--- src/hdl/tfzg_pkg.sv ---
// ----------------------------------------------------------------------------
// tfzg_pkg
// Types, codes and constants shared by the three-finger zoom detector.
// ----------------------------------------------------------------------------
package tfzg_pkg;

    localparam int COORD_BITS_DEF = 16;
    localparam int NUM_SLOTS      = 3;
    localparam int POS_W          = 16;
    localparam int THR_W          = 16;
    localparam int CNT_W          = 4;
    localparam int IN_TDATA_W     = 40;
    localparam int IN_TUSER_W     = 3;
    localparam int OUT_TDATA_W    = 8;

    localparam logic [THR_W-1:0] ZOOM_THRESHOLD_RESET = 16'd240;
    localparam logic [CNT_W-1:0] FINGER_MAX           = 4'd15;
    localparam logic [CNT_W-1:0] FINGER_START         = 4'd3;

    typedef enum logic [2:0] {
        MODE_DOWN   = 3'd0,
        MODE_MOTION = 3'd1,
        MODE_UP     = 3'd2,
        MODE_FRAME  = 3'd3,
        MODE_CANCEL = 3'd4
    } mode_t;

    typedef enum logic [2:0] {
        STAT_IGNORE    = 3'd0,
        STAT_BEGIN     = 3'd1,
        STAT_UPDATE    = 3'd2,
        STAT_FINISHED  = 3'd3,
        STAT_CANCELLED = 3'd4
    } status_t;

    typedef enum logic [1:0] {
        DIR_NONE = 2'd0,
        DIR_IN   = 2'd1,
        DIR_OUT  = 2'd2
    } dir_t;

    typedef struct packed {
        logic [POS_W-1:0] pos_y;
        logic [POS_W-1:0] pos_x;
        logic [1:0]       slot;
        mode_t            mode;
    } item_t;

    typedef struct packed {
        dir_t    overall_direction;
        dir_t    recent_direction;
        status_t gesture_status;
    } result_t;

endpackage

--- src/hdl/tfzg_in_reg.sv ---
// ----------------------------------------------------------------------------
// tfzg_in_reg
// Input register: captures one touch event per transfer.
// ----------------------------------------------------------------------------
module tfzg_in_reg
    import tfzg_pkg::*;
(
    input  logic  clk,
    input  logic  rst_n,
    input  logic  s_valid,
    output logic  s_ready,
    input  item_t s_item,
    input  logic  advance,
    output logic  valid,
    output item_t item
);

    logic  valid_reg;
    item_t item_reg;

    // take a new event when empty or when the held one moves on this cycle
    assign s_ready = !valid_reg || advance;

    always_ff @(posedge clk or negedge rst_n)
    begin
        if (!rst_n)
        begin
            valid_reg <= 1'b0;
        end
        else if (s_ready)
        begin
            valid_reg <= s_valid;
        end
    end

    always_ff @(posedge clk)
    begin
        if (s_ready && s_valid)
        begin
            item_reg <= s_item;
        end
    end

    assign valid = valid_reg;
    assign item  = item_reg;

endmodule

--- src/hdl/tfzg_core.sv ---
// ----------------------------------------------------------------------------
// tfzg_core
// Gesture state and per-event update: finger count, flags, three point sets
// and the spread comparison that decides zoom direction.
// ----------------------------------------------------------------------------
module tfzg_core
    import tfzg_pkg::*;
#(
    parameter int COORD_BITS = COORD_BITS_DEF
)
(
    input  logic             clk,
    input  logic             rst_n,
    input  logic             cfg_we,
    input  logic [THR_W-1:0] cfg_wdata,
    input  logic             fire,
    input  item_t            item,
    output result_t          result
);

    // wide enough for a signed difference of two doubled spreads and 2*threshold
    localparam int DW = (COORD_BITS + 3 > THR_W + 2) ? COORD_BITS + 3 : THR_W + 2;

    logic [THR_W-1:0]      thr_reg;
    logic [CNT_W-1:0]      cnt_reg, cnt_next, cnt_inc, cnt_dec;
    logic                  started_reg, started_a, started_next;
    logic                  canc_reg, canc_a, canc_next;
    dir_t                  dir_reg, dir_a, dir_next;
    logic [COORD_BITS-1:0] sx_reg [NUM_SLOTS];
    logic [COORD_BITS-1:0] sy_reg [NUM_SLOTS];
    logic [COORD_BITS-1:0] lx_reg [NUM_SLOTS];
    logic [COORD_BITS-1:0] ly_reg [NUM_SLOTS];
    logic [COORD_BITS-1:0] cx_reg [NUM_SLOTS];
    logic [COORD_BITS-1:0] cy_reg [NUM_SLOTS];
    logic [COORD_BITS-1:0] sx_a [NUM_SLOTS];
    logic [COORD_BITS-1:0] sy_a [NUM_SLOTS];
    logic [COORD_BITS-1:0] lx_a [NUM_SLOTS];
    logic [COORD_BITS-1:0] ly_a [NUM_SLOTS];
    logic [COORD_BITS-1:0] cx_a [NUM_SLOTS];
    logic [COORD_BITS-1:0] cy_a [NUM_SLOTS];
    logic [COORD_BITS-1:0] sx_next [NUM_SLOTS];
    logic [COORD_BITS-1:0] sy_next [NUM_SLOTS];
    logic [COORD_BITS-1:0] lx_next [NUM_SLOTS];
    logic [COORD_BITS-1:0] ly_next [NUM_SLOTS];
    logic [COORD_BITS-1:0] cx_next [NUM_SLOTS];
    logic [COORD_BITS-1:0] cy_next [NUM_SLOTS];
    logic [COORD_BITS-1:0] px, py;
    logic signed [DW-1:0]  thr2, d_frame, d_frame_abs, d_all;
    status_t               status;
    dir_t                  odir;
    logic                  clear_now, finish_clear;

    function automatic logic signed [DW-1:0] abs_s(input logic signed [DW-1:0] v);
        return (v < 0) ? -v : v;
    endfunction

    // doubled Manhattan distance from slot 1 to the midpoint of slots 0 and 2
    function automatic logic signed [DW-1:0] spread(
        input logic [COORD_BITS-1:0] x0, x1, x2, y0, y1, y2
    );
        logic signed [DW-1:0] dx, dy;
        dx = $signed(DW'(x0) + DW'(x2) - (DW'(x1) << 1));
        dy = $signed(DW'(y0) + DW'(y2) - (DW'(y1) << 1));
        return abs_s(dx) + abs_s(dy);
    endfunction

    assign px   = COORD_BITS'(item.pos_x);
    assign py   = COORD_BITS'(item.pos_y);
    assign thr2 = $signed(DW'({thr_reg, 1'b0}));

    assign cnt_inc = (cnt_reg == FINGER_MAX) ? cnt_reg : cnt_reg + CNT_W'(1);
    assign cnt_dec = (cnt_reg == '0) ? cnt_reg : cnt_reg - CNT_W'(1);

    assign d_frame = spread(cx_reg[0], cx_reg[1], cx_reg[2], cy_reg[0], cy_reg[1], cy_reg[2])
                   - spread(lx_reg[0], lx_reg[1], lx_reg[2], ly_reg[0], ly_reg[1], ly_reg[2]);
    assign d_frame_abs = abs_s(d_frame);

    // state after the event, before the deferred clear of the finished path
    always_comb
    begin
        cnt_next     = cnt_reg;
        started_a    = started_reg;
        canc_a       = canc_reg;
        dir_a        = dir_reg;
        sx_a         = sx_reg;
        sy_a         = sy_reg;
        lx_a         = lx_reg;
        ly_a         = ly_reg;
        cx_a         = cx_reg;
        cy_a         = cy_reg;
        status       = STAT_IGNORE;
        clear_now    = 1'b0;
        finish_clear = 1'b0;

        unique case (item.mode)
            MODE_DOWN:
            begin
                cnt_next = cnt_inc;
                if (!canc_reg)
                begin
                    for (int i = 0; i < NUM_SLOTS; i++)
                    begin
                        if (cnt_inc <= FINGER_START && item.slot == 2'(i))
                        begin
                            sx_a[i] = px;
                            sy_a[i] = py;
                        end
                    end
                    if (cnt_inc == FINGER_START)
                    begin
                        started_a = 1'b1;
                        lx_a      = sx_a;
                        ly_a      = sy_a;
                        cx_a      = sx_a;
                        cy_a      = sy_a;
                        status    = STAT_BEGIN;
                    end
                    else if (cnt_inc > FINGER_START)
                    begin
                        canc_a = 1'b1;
                        status = STAT_CANCELLED;
                    end
                end
            end
            MODE_MOTION:
            begin
                if (!canc_reg && started_reg)
                begin
                    for (int i = 0; i < NUM_SLOTS; i++)
                    begin
                        if (item.slot == 2'(i))
                        begin
                            cx_a[i] = px;
                            cy_a[i] = py;
                        end
                    end
                end
            end
            MODE_UP:
            begin
                cnt_next = cnt_dec;
                if (cnt_dec == '0)
                begin
                    if (!canc_reg && started_reg && dir_reg != DIR_NONE)
                    begin
                        status       = STAT_FINISHED;
                        finish_clear = 1'b1;
                    end
                    else
                    begin
                        clear_now = 1'b1;
                    end
                end
            end
            MODE_FRAME:
            begin
                if (!canc_reg && started_reg && d_frame_abs >= thr2)
                begin
                    lx_a   = cx_reg;
                    ly_a   = cy_reg;
                    dir_a  = (d_frame > 0) ? DIR_IN : DIR_OUT;
                    status = STAT_UPDATE;
                end
            end
            MODE_CANCEL:
            begin
                canc_a = 1'b1;
                status = STAT_CANCELLED;
            end
            default:
            begin
            end
        endcase

        if (clear_now)
        begin
            started_a = 1'b0;
            canc_a    = 1'b0;
            dir_a     = DIR_NONE;
            for (int i = 0; i < NUM_SLOTS; i++)
            begin
                sx_a[i] = '0;
                sy_a[i] = '0;
                lx_a[i] = '0;
                ly_a[i] = '0;
                cx_a[i] = '0;
                cy_a[i] = '0;
            end
        end
    end

    assign d_all = spread(cx_a[0], cx_a[1], cx_a[2], cy_a[0], cy_a[1], cy_a[2])
                 - spread(sx_a[0], sx_a[1], sx_a[2], sy_a[0], sy_a[1], sy_a[2]);

    always_comb
    begin
        priority if (d_all > thr2)
        begin
            odir = DIR_IN;
        end
        else if (d_all < -thr2)
        begin
            odir = DIR_OUT;
        end
        else
        begin
            odir = DIR_NONE;
        end
    end

    assign result.gesture_status    = status;
    assign result.recent_direction  = dir_a;
    assign result.overall_direction = odir;

    // the finished path reports first, then drops the gesture
    always_comb
    begin
        started_next = finish_clear ? 1'b0 : started_a;
        canc_next    = finish_clear ? 1'b0 : canc_a;
        dir_next     = finish_clear ? DIR_NONE : dir_a;
        for (int i = 0; i < NUM_SLOTS; i++)
        begin
            sx_next[i] = finish_clear ? '0 : sx_a[i];
            sy_next[i] = finish_clear ? '0 : sy_a[i];
            lx_next[i] = finish_clear ? '0 : lx_a[i];
            ly_next[i] = finish_clear ? '0 : ly_a[i];
            cx_next[i] = finish_clear ? '0 : cx_a[i];
            cy_next[i] = finish_clear ? '0 : cy_a[i];
        end
    end

    always_ff @(posedge clk or negedge rst_n)
    begin
        if (!rst_n)
        begin
            thr_reg <= ZOOM_THRESHOLD_RESET;
        end
        else if (cfg_we)
        begin
            thr_reg <= cfg_wdata;
        end
    end

    always_ff @(posedge clk or negedge rst_n)
    begin
        if (!rst_n)
        begin
            cnt_reg     <= '0;
            started_reg <= 1'b0;
            canc_reg    <= 1'b0;
            dir_reg     <= DIR_NONE;
            for (int i = 0; i < NUM_SLOTS; i++)
            begin
                sx_reg[i] <= '0;
                sy_reg[i] <= '0;
                lx_reg[i] <= '0;
                ly_reg[i] <= '0;
                cx_reg[i] <= '0;
                cy_reg[i] <= '0;
            end
        end
        else if (fire)
        begin
            cnt_reg     <= cnt_next;
            started_reg <= started_next;
            canc_reg    <= canc_next;
            dir_reg     <= dir_next;
            sx_reg      <= sx_next;
            sy_reg      <= sy_next;
            lx_reg      <= lx_next;
            ly_reg      <= ly_next;
            cx_reg      <= cx_next;
            cy_reg      <= cy_next;
        end
    end

    a_started_has_fingers: assert property (@(posedge clk) disable iff (!rst_n)
        started_reg |-> cnt_reg != '0)
        else $error("gesture started with no fingers down");

    a_dir_needs_start: assert property (@(posedge clk) disable iff (!rst_n)
        dir_reg != DIR_NONE |-> started_reg)
        else $error("zoom direction held outside a started gesture");

    a_cancel_sticks: assert property (@(posedge clk) disable iff (!rst_n)
        fire && item.mode == MODE_CANCEL |=> canc_reg)
        else $error("cancel event did not set the cancelled flag");

endmodule

--- src/hdl/tfzg_out_reg.sv ---
// ----------------------------------------------------------------------------
// tfzg_out_reg
// Result register on the master side; holds a result until it is taken.
// ----------------------------------------------------------------------------
module tfzg_out_reg
    import tfzg_pkg::*;
(
    input  logic    clk,
    input  logic    rst_n,
    input  logic    load,
    input  result_t result,
    output logic    can_load,
    output logic    m_valid,
    input  logic    m_ready,
    output result_t m_result
);

    logic    valid_reg;
    result_t result_reg;

    assign can_load = !valid_reg || m_ready;

    always_ff @(posedge clk or negedge rst_n)
    begin
        if (!rst_n)
        begin
            valid_reg <= 1'b0;
        end
        else if (can_load)
        begin
            valid_reg <= load;
        end
    end

    always_ff @(posedge clk)
    begin
        if (load)
        begin
            result_reg <= result;
        end
    end

    assign m_valid  = valid_reg;
    assign m_result = result_reg;

endmodule

--- src/hdl/three_finger_zoom_gesture_detector.sv ---
// ----------------------------------------------------------------------------
// three_finger_zoom_gesture_detector
// Tracks three touch fingers and reports zoom gesture status per event.
// ----------------------------------------------------------------------------
//  channel   dir  signals                         payload
//  s_axis    in   tvalid tready tdata tuser       touch event
//  m_axis    out  tvalid tready tdata             gesture status
//  cfg       in   cfg_we cfg_wdata                zoom_threshold
//
//  An event goes from transfer to result through the input register, then
//  the state update and spread compare into the result register.
//  One event per cycle without master stalls; the result register frees the input.
//  Reset clears the gesture state and loads a threshold of 240.
//  A stalled master side holds the result and, once both registers are
//  full, drops s_axis_tready.
// ----------------------------------------------------------------------------
module three_finger_zoom_gesture_detector
    import tfzg_pkg::*;
#(
    parameter int COORD_BITS = COORD_BITS_DEF
)
(
    input  logic                   clk,
    input  logic                   rst_n,
    input  logic                   cfg_we,
    input  logic [THR_W-1:0]       cfg_wdata,
    input  logic                   s_axis_tvalid,
    output logic                   s_axis_tready,
    // [1:0] slot, [17:2] pos_x, [33:18] pos_y, [39:34] zero
    input  logic [IN_TDATA_W-1:0]  s_axis_tdata,
    // [2:0] mode
    input  logic [IN_TUSER_W-1:0]  s_axis_tuser,
    output logic                   m_axis_tvalid,
    input  logic                   m_axis_tready,
    // [2:0] gesture_status, [4:3] recent_direction, [6:5] overall_direction, [7] zero
    output logic [OUT_TDATA_W-1:0] m_axis_tdata
);

    item_t   s_item, item;
    result_t result, m_result;
    logic    in_valid, can_load, advance;

    assign s_item.mode  = mode_t'(s_axis_tuser);
    assign s_item.slot  = s_axis_tdata[1:0];
    assign s_item.pos_x = s_axis_tdata[17:2];
    assign s_item.pos_y = s_axis_tdata[33:18];

    assign advance = in_valid && can_load;

    tfzg_in_reg u_in_reg (
        .clk     (clk),
        .rst_n   (rst_n),
        .s_valid (s_axis_tvalid),
        .s_ready (s_axis_tready),
        .s_item  (s_item),
        .advance (advance),
        .valid   (in_valid),
        .item    (item)
    );

    tfzg_core #(
        .COORD_BITS (COORD_BITS)
    ) u_core (
        .clk       (clk),
        .rst_n     (rst_n),
        .cfg_we    (cfg_we),
        .cfg_wdata (cfg_wdata),
        .fire      (advance),
        .item      (item),
        .result    (result)
    );

    tfzg_out_reg u_out_reg (
        .clk      (clk),
        .rst_n    (rst_n),
        .load     (advance),
        .result   (result),
        .can_load (can_load),
        .m_valid  (m_axis_tvalid),
        .m_ready  (m_axis_tready),
        .m_result (m_result)
    );

    assign m_axis_tdata = {1'b0, m_result};

endmodule

--- config.mk ---
export PLATFORM = sky130hd
export DESIGN_NAME = three_finger_zoom_gesture_detector
export DESIGN_NICKNAME = d
export VERILOG_FILES = /design/src/hdl/tfzg_pkg.sv /design/src/hdl/tfzg_in_reg.sv /design/src/hdl/tfzg_core.sv /design/src/hdl/tfzg_out_reg.sv /design/src/hdl/three_finger_zoom_gesture_detector.sv
export SDC_FILE = /design/constraint.sdc
export NUM_CORES = 2
export LEC_CHECK = 0
export BUFFER_PORTS_ARGS = -buffer_cell sky130_fd_sc_hd__buf_2
export CAP_MARGIN = 20
export CORE_ASPECT_RATIO = 1.75
export CORE_MARGIN = 4
export CORE_UTILIZATION = 50
export DETAILED_ROUTE_END_ITERATION = 16
export GPL_TIMING_DRIVEN = 0
export HOLD_SLACK_MARGIN = 0.02
export PLACE_DENSITY_LB_ADDON = 0.08
export SYNTH_ARGS = -nofsm -noshare
export SYNTH_HDL_FRONTEND = slang
export SYNTH_SLANG_ARGS = --single-unit
--- constraint.sdc ---
create_clock -name clk -period 13.7 [get_ports clk]
set_input_delay 0.685 -clock clk [delete_from_list [all_inputs] [get_ports clk]]
set_output_delay 0.685 -clock clk [all_outputs]
set_load 0.01 [all_outputs]
==> metrics.log <==
INFO  metric syn-num-nets = about 4.8k
INFO  metric maxCapViolCount = 0
INFO  metric core = about 0.070 mm2
INFO  metric setup.worst_path.end_class = flip-flop
INFO  metric post_synth_and_or_nand_nor_area_fraction = between 10% and 20%
INFO  metric chipHeight = 360 um
INFO  metric setup_tns = 0 ns
INFO  metric cp.required = between 10 and 15 ns
INFO  metric syn_area_per_cell = ~8.3 um2
INFO  metric outcome = finished, final reports clean
INFO  metric cts_tree = done
INFO  metric drt_iter0_drc = roughly 3.2k
INFO  metric number_of_detailed_routing_iterations_run_before_antenna_repair = 8
INFO  metric synth.distinct_cells = 82
INFO  metric synth_xor_area_share = ~7.0%
INFO  metric crit_type = reg -> reg
INFO  metric detail-route-antenna-nets = 0
INFO  metric async_flop_share = approximately 90%
INFO  metric clock_path_buffers = 3
INFO  metric edff_count_synth = between 40 and 50
INFO  metric timing.hold.worst.class = in -> reg
INFO  metric finalCriticalPeriod = roughly 13 ns
INFO  metric detailed_route_drc_error_count = 0
INFO  metric cp_max_fo = 10
INFO  metric yosys_register_bits = roughly 360
INFO  metric startpoint_type = flip-flop
INFO  metric cts.clk_slew.worst_paths = roughly 0.060 ns
INFO  metric cts_inserted_buffers = 39
INFO  metric rsz0062_at_grt = no
INFO  metric syn-instance-count = 4,273
INFO  metric share_of_layout_cells_above_drive_strength_1 = around 4.5%
INFO  metric worst-endpoint-arrival = 13.34 ns
INFO  metric first_pass_grt_wire_length = approximately 220,000 um
INFO  metric area.growth.synth_to_final = 8.39%
INFO  metric postCtsSetupRepairBufs = 0
INFO  metric finalWirelength = roughly 150,000 um
INFO  metric routed_wire_length_per_instance = 28.5 um
INFO  metric postSynth.topFlopCell = sky130_fd_sc_hd__dfrtp_1
INFO  metric place.detailed.hpwl = roughly 130,000 um
INFO  metric io_buffer_count = between 60 and 70
INFO  metric track_usage = around 40%
INFO  metric number_of_global_route_vias_before_repair = 33.5k
INFO  metric combinational_family_with_the_most_area_after_synthesis = compound AO/OA/AOI/OAI gates
INFO  metric fp.dieW = around 210 um
INFO  metric clock_sink_count = 358
INFO  metric io_pins = 74
INFO  metric slew_violations = 0
INFO  metric yosysSeqAreaShare = approximately a quarter
INFO  metric instances_no_fill = roughly 5.3k
INFO  metric finClkSkew = roughly 0.053 ns
INFO  metric achievable-frequency = around 78 MHz
INFO  metric die_area = about 0.075 mm2
INFO  metric synth_area = ~0.035 mm2
INFO  metric synth_fa_ha_area_share = around a fifth
INFO  metric rows = approximately 130
INFO  metric synth_compound_gate_area_share = between 20% and 30%
INFO  metric timing.critical_path.mode_cell = sky130_fd_sc_hd__a21o_1
INFO  metric place_congestion = 1.14
INFO  metric synth_warnings = 0
INFO  metric grt_antenna_before_repair = 5
INFO  metric timing.max_slew.rel_slack = around 17%
INFO  metric grt_start_max_net_pins = approximately 110
INFO  metric cts_root_buffer = sky130_fd_sc_hd__clkbuf_16
INFO  metric grt_overflow = 0
INFO  metric timing.final.setup_violations = 0
INFO  metric critical-path-max-stage-delay = about 0.84 ns
INFO  metric cp_slowest_cell = sky130_fd_sc_hd__clkbuf_1
INFO  metric post-route-util = roughly 55%
INFO  metric routed-via-count = ~33k
INFO  metric min_period_over_period = a little over nine tenths
INFO  metric viasPerCell = about 6.3
INFO  metric layout.nets = just under 5k
INFO  metric cell_total_after_placement = roughly 5.3k
INFO  metric worstMarginPinSlew = 1.24 ns
INFO  metric synth.mux.area_fraction = around 2.8%
INFO  metric clk-insertion-delay-late = 0.64 ns
INFO  metric cts_htree_levels = 2
INFO  metric initial_utilization = between 50 and 60%
INFO  metric finalHoldViolCount = 0
## worst max-delay path: cells and delay by family (launching register included)
family,cells,cell delay (ns)
adders and majority gates,7,3.09
buffers and inverters,8,2.38
AOI/OAI and AO/OA,25,5.62
xor gates and xnor gates,2,0.36
and+or+nand+nor,8,0.88
DFF,1,0.35
## kinds of logic (layout without fill, tap and decap cells)
family / count (synthesis) / in the layout
other: 1 / 3
AO/OA/AOI/OAI: 1234 / 1234
buffers and inverters: 651 / 798
flip-flops: 358 / 358
XOR/XNOR: 283 / 283
multiplexers: 99 / 99
adder cells (fa/ha/maj): 425 / 425
AND/OR/NAND/NOR: 1222 / 1222
## cell usage in the layout (no fill, tap or decap), types with 171 or more instances in the layout
cell,n
sky130_fd_sc_hd__xnor2_1,178
sky130_fd_sc_hd__fa_1,192
sky130_fd_sc_hd__a22o_1,171
sky130_fd_sc_hd__nor2_1,290
sky130_fd_sc_hd__ha_1,233
sky130_fd_sc_hd__clkbuf_1,185
sky130_fd_sc_hd__nand2_1,567
sky130_fd_sc_hd__inv_1,438
sky130_fd_sc_hd__o21ai_0,427
sky130_fd_sc_hd__dfrtp_1,310
sky130_fd_sc_hd__a21oi_1,216
## path summary, 6_finish.rpt
path	slack (ns)	cells after the start	startpoint	end
worst min-delay path	0.23	1	s_axis_tdata[2]	u_in_reg.item[5]
min in group asynchronous	0.54	2	rst_n	u_core.sy_reg[41]
worst min register to register	0.50	1	u_in_reg.valid	u_out_reg.m_valid
max in group asynchronous	11.75	4	rst_n	u_core.thr_reg[3]
worst max-delay path	0.82	50	u_core.cnt_reg[0]	u_out_reg.m_result[6]
worst max register to register	0.82	50	u_core.cnt_reg[0]	u_out_reg.m_result[6]
## repair_timing
action	4_1_cts	5_1_grt
endpoints found under the setup margin	0	2
hold endpoints to repair	39	0
resized for setup	0	20
hold buffers	1	0
## synthesized netlist by cell type (9+ instances only)
master / n / share of area (%)
sky130_fd_sc_hd__or4_1: 13 / 0.28
sky130_fd_sc_hd__o221ai_1: 10 / 0.25
sky130_fd_sc_hd__nand2_1: 567 / 6.0
sky130_fd_sc_hd__nor2_1: 290 / 3.1
sky130_fd_sc_hd__nor2b_1: 44 / 0.78
sky130_fd_sc_hd__and2_1: 12 / 0.21
sky130_fd_sc_hd__a21oi_1: 216 / 3.1
sky130_fd_sc_hd__inv_1: 438 / 4.7
sky130_fd_sc_hd__fa_1: 192 / 11
sky130_fd_sc_hd__a21boi_0: 12 / 0.25
sky130_fd_sc_hd__buf_2: 12 / 0.17
sky130_fd_sc_hd__clkbuf_1: 180 / 1.9
sky130_fd_sc_hd__a22o_1: 171 / 4.2
sky130_fd_sc_hd__and3_1: 17 / 0.30
sky130_fd_sc_hd__nor4_1: 16 / 0.28
sky130_fd_sc_hd__nand3_1: 47 / 0.67
sky130_fd_sc_hd__a211oi_1: 117 / 2.5
sky130_fd_sc_hd__xor2_1: 105 / 2.6
sky130_fd_sc_hd__o211ai_1: 69 / 1.5
sky130_fd_sc_hd__or2_2: 9 / 0.16
sky130_fd_sc_hd__o21ai_0: 427 / 6.0
sky130_fd_sc_hd__o21bai_1: 12 / 0.25
sky130_fd_sc_hd__a21o_1: 45 / 0.96
sky130_fd_sc_hd__nand2b_1: 45 / 0.80
sky130_fd_sc_hd__o31ai_1: 14 / 0.30
sky130_fd_sc_hd__o22ai_1: 13 / 0.23
sky130_fd_sc_hd__mux2i_1: 99 / 2.8
sky130_fd_sc_hd__edfxtp_1: 44 / 3.7
sky130_fd_sc_hd__o21a_1: 29 / 0.62
sky130_fd_sc_hd__nor3_1: 76 / 1.1
sky130_fd_sc_hd__xnor2_1: 178 / 4.4
sky130_fd_sc_hd__ha_1: 233 / 8.2
sky130_fd_sc_hd__nand4_1: 20 / 0.35
sky130_fd_sc_hd__a31oi_1: 19 / 0.34
sky130_fd_sc_hd__dfrtp_1: 310 / 22
sky130_fd_sc_hd__or3_1: 41 / 0.73
## per-stage QoR
| stage | hold slack, ns | setup WS (ns) | instance area, um2 |
|---|---|---|---|
| after floorplan | 0.389 | 3.07 | 35300 |
| after global placement | 0.484 | 0.195 | 36800 |
| after detailed placement | 0.493 | 0.433 | 36900 |
| after CTS | 0.223 | 0.338 | 38200 |
| after global routing | 0.226 | 0.0115 | 38300 |
| final | 0.230 | 0.815 | 38300 |
## per-layer routing
layer,vias up,GRT usage [%],routed length [um]
li1,15000,-,-
met1,16000,42.9,51700
met2,1698,66.3,71600
met3,625,7.84,11200
met4,6,33.9,17400
met5,-,0,34
## area by class of cell
cell class	instances	area [um2]
clock inverters	17	223
clock buffers	54	1070
fillers	6974	31500
flip-flops and latches	358	9180
inverters	438	1640
multi-input cells	3264	23700
plain buffers	213	900
well taps	910	1140
diodes	2	5.00
repair buffers	76	490
Power is left out: the tool's default activity adds up to more than one toggle a clock period on the data nets, which glitch-free logic cannot reach.
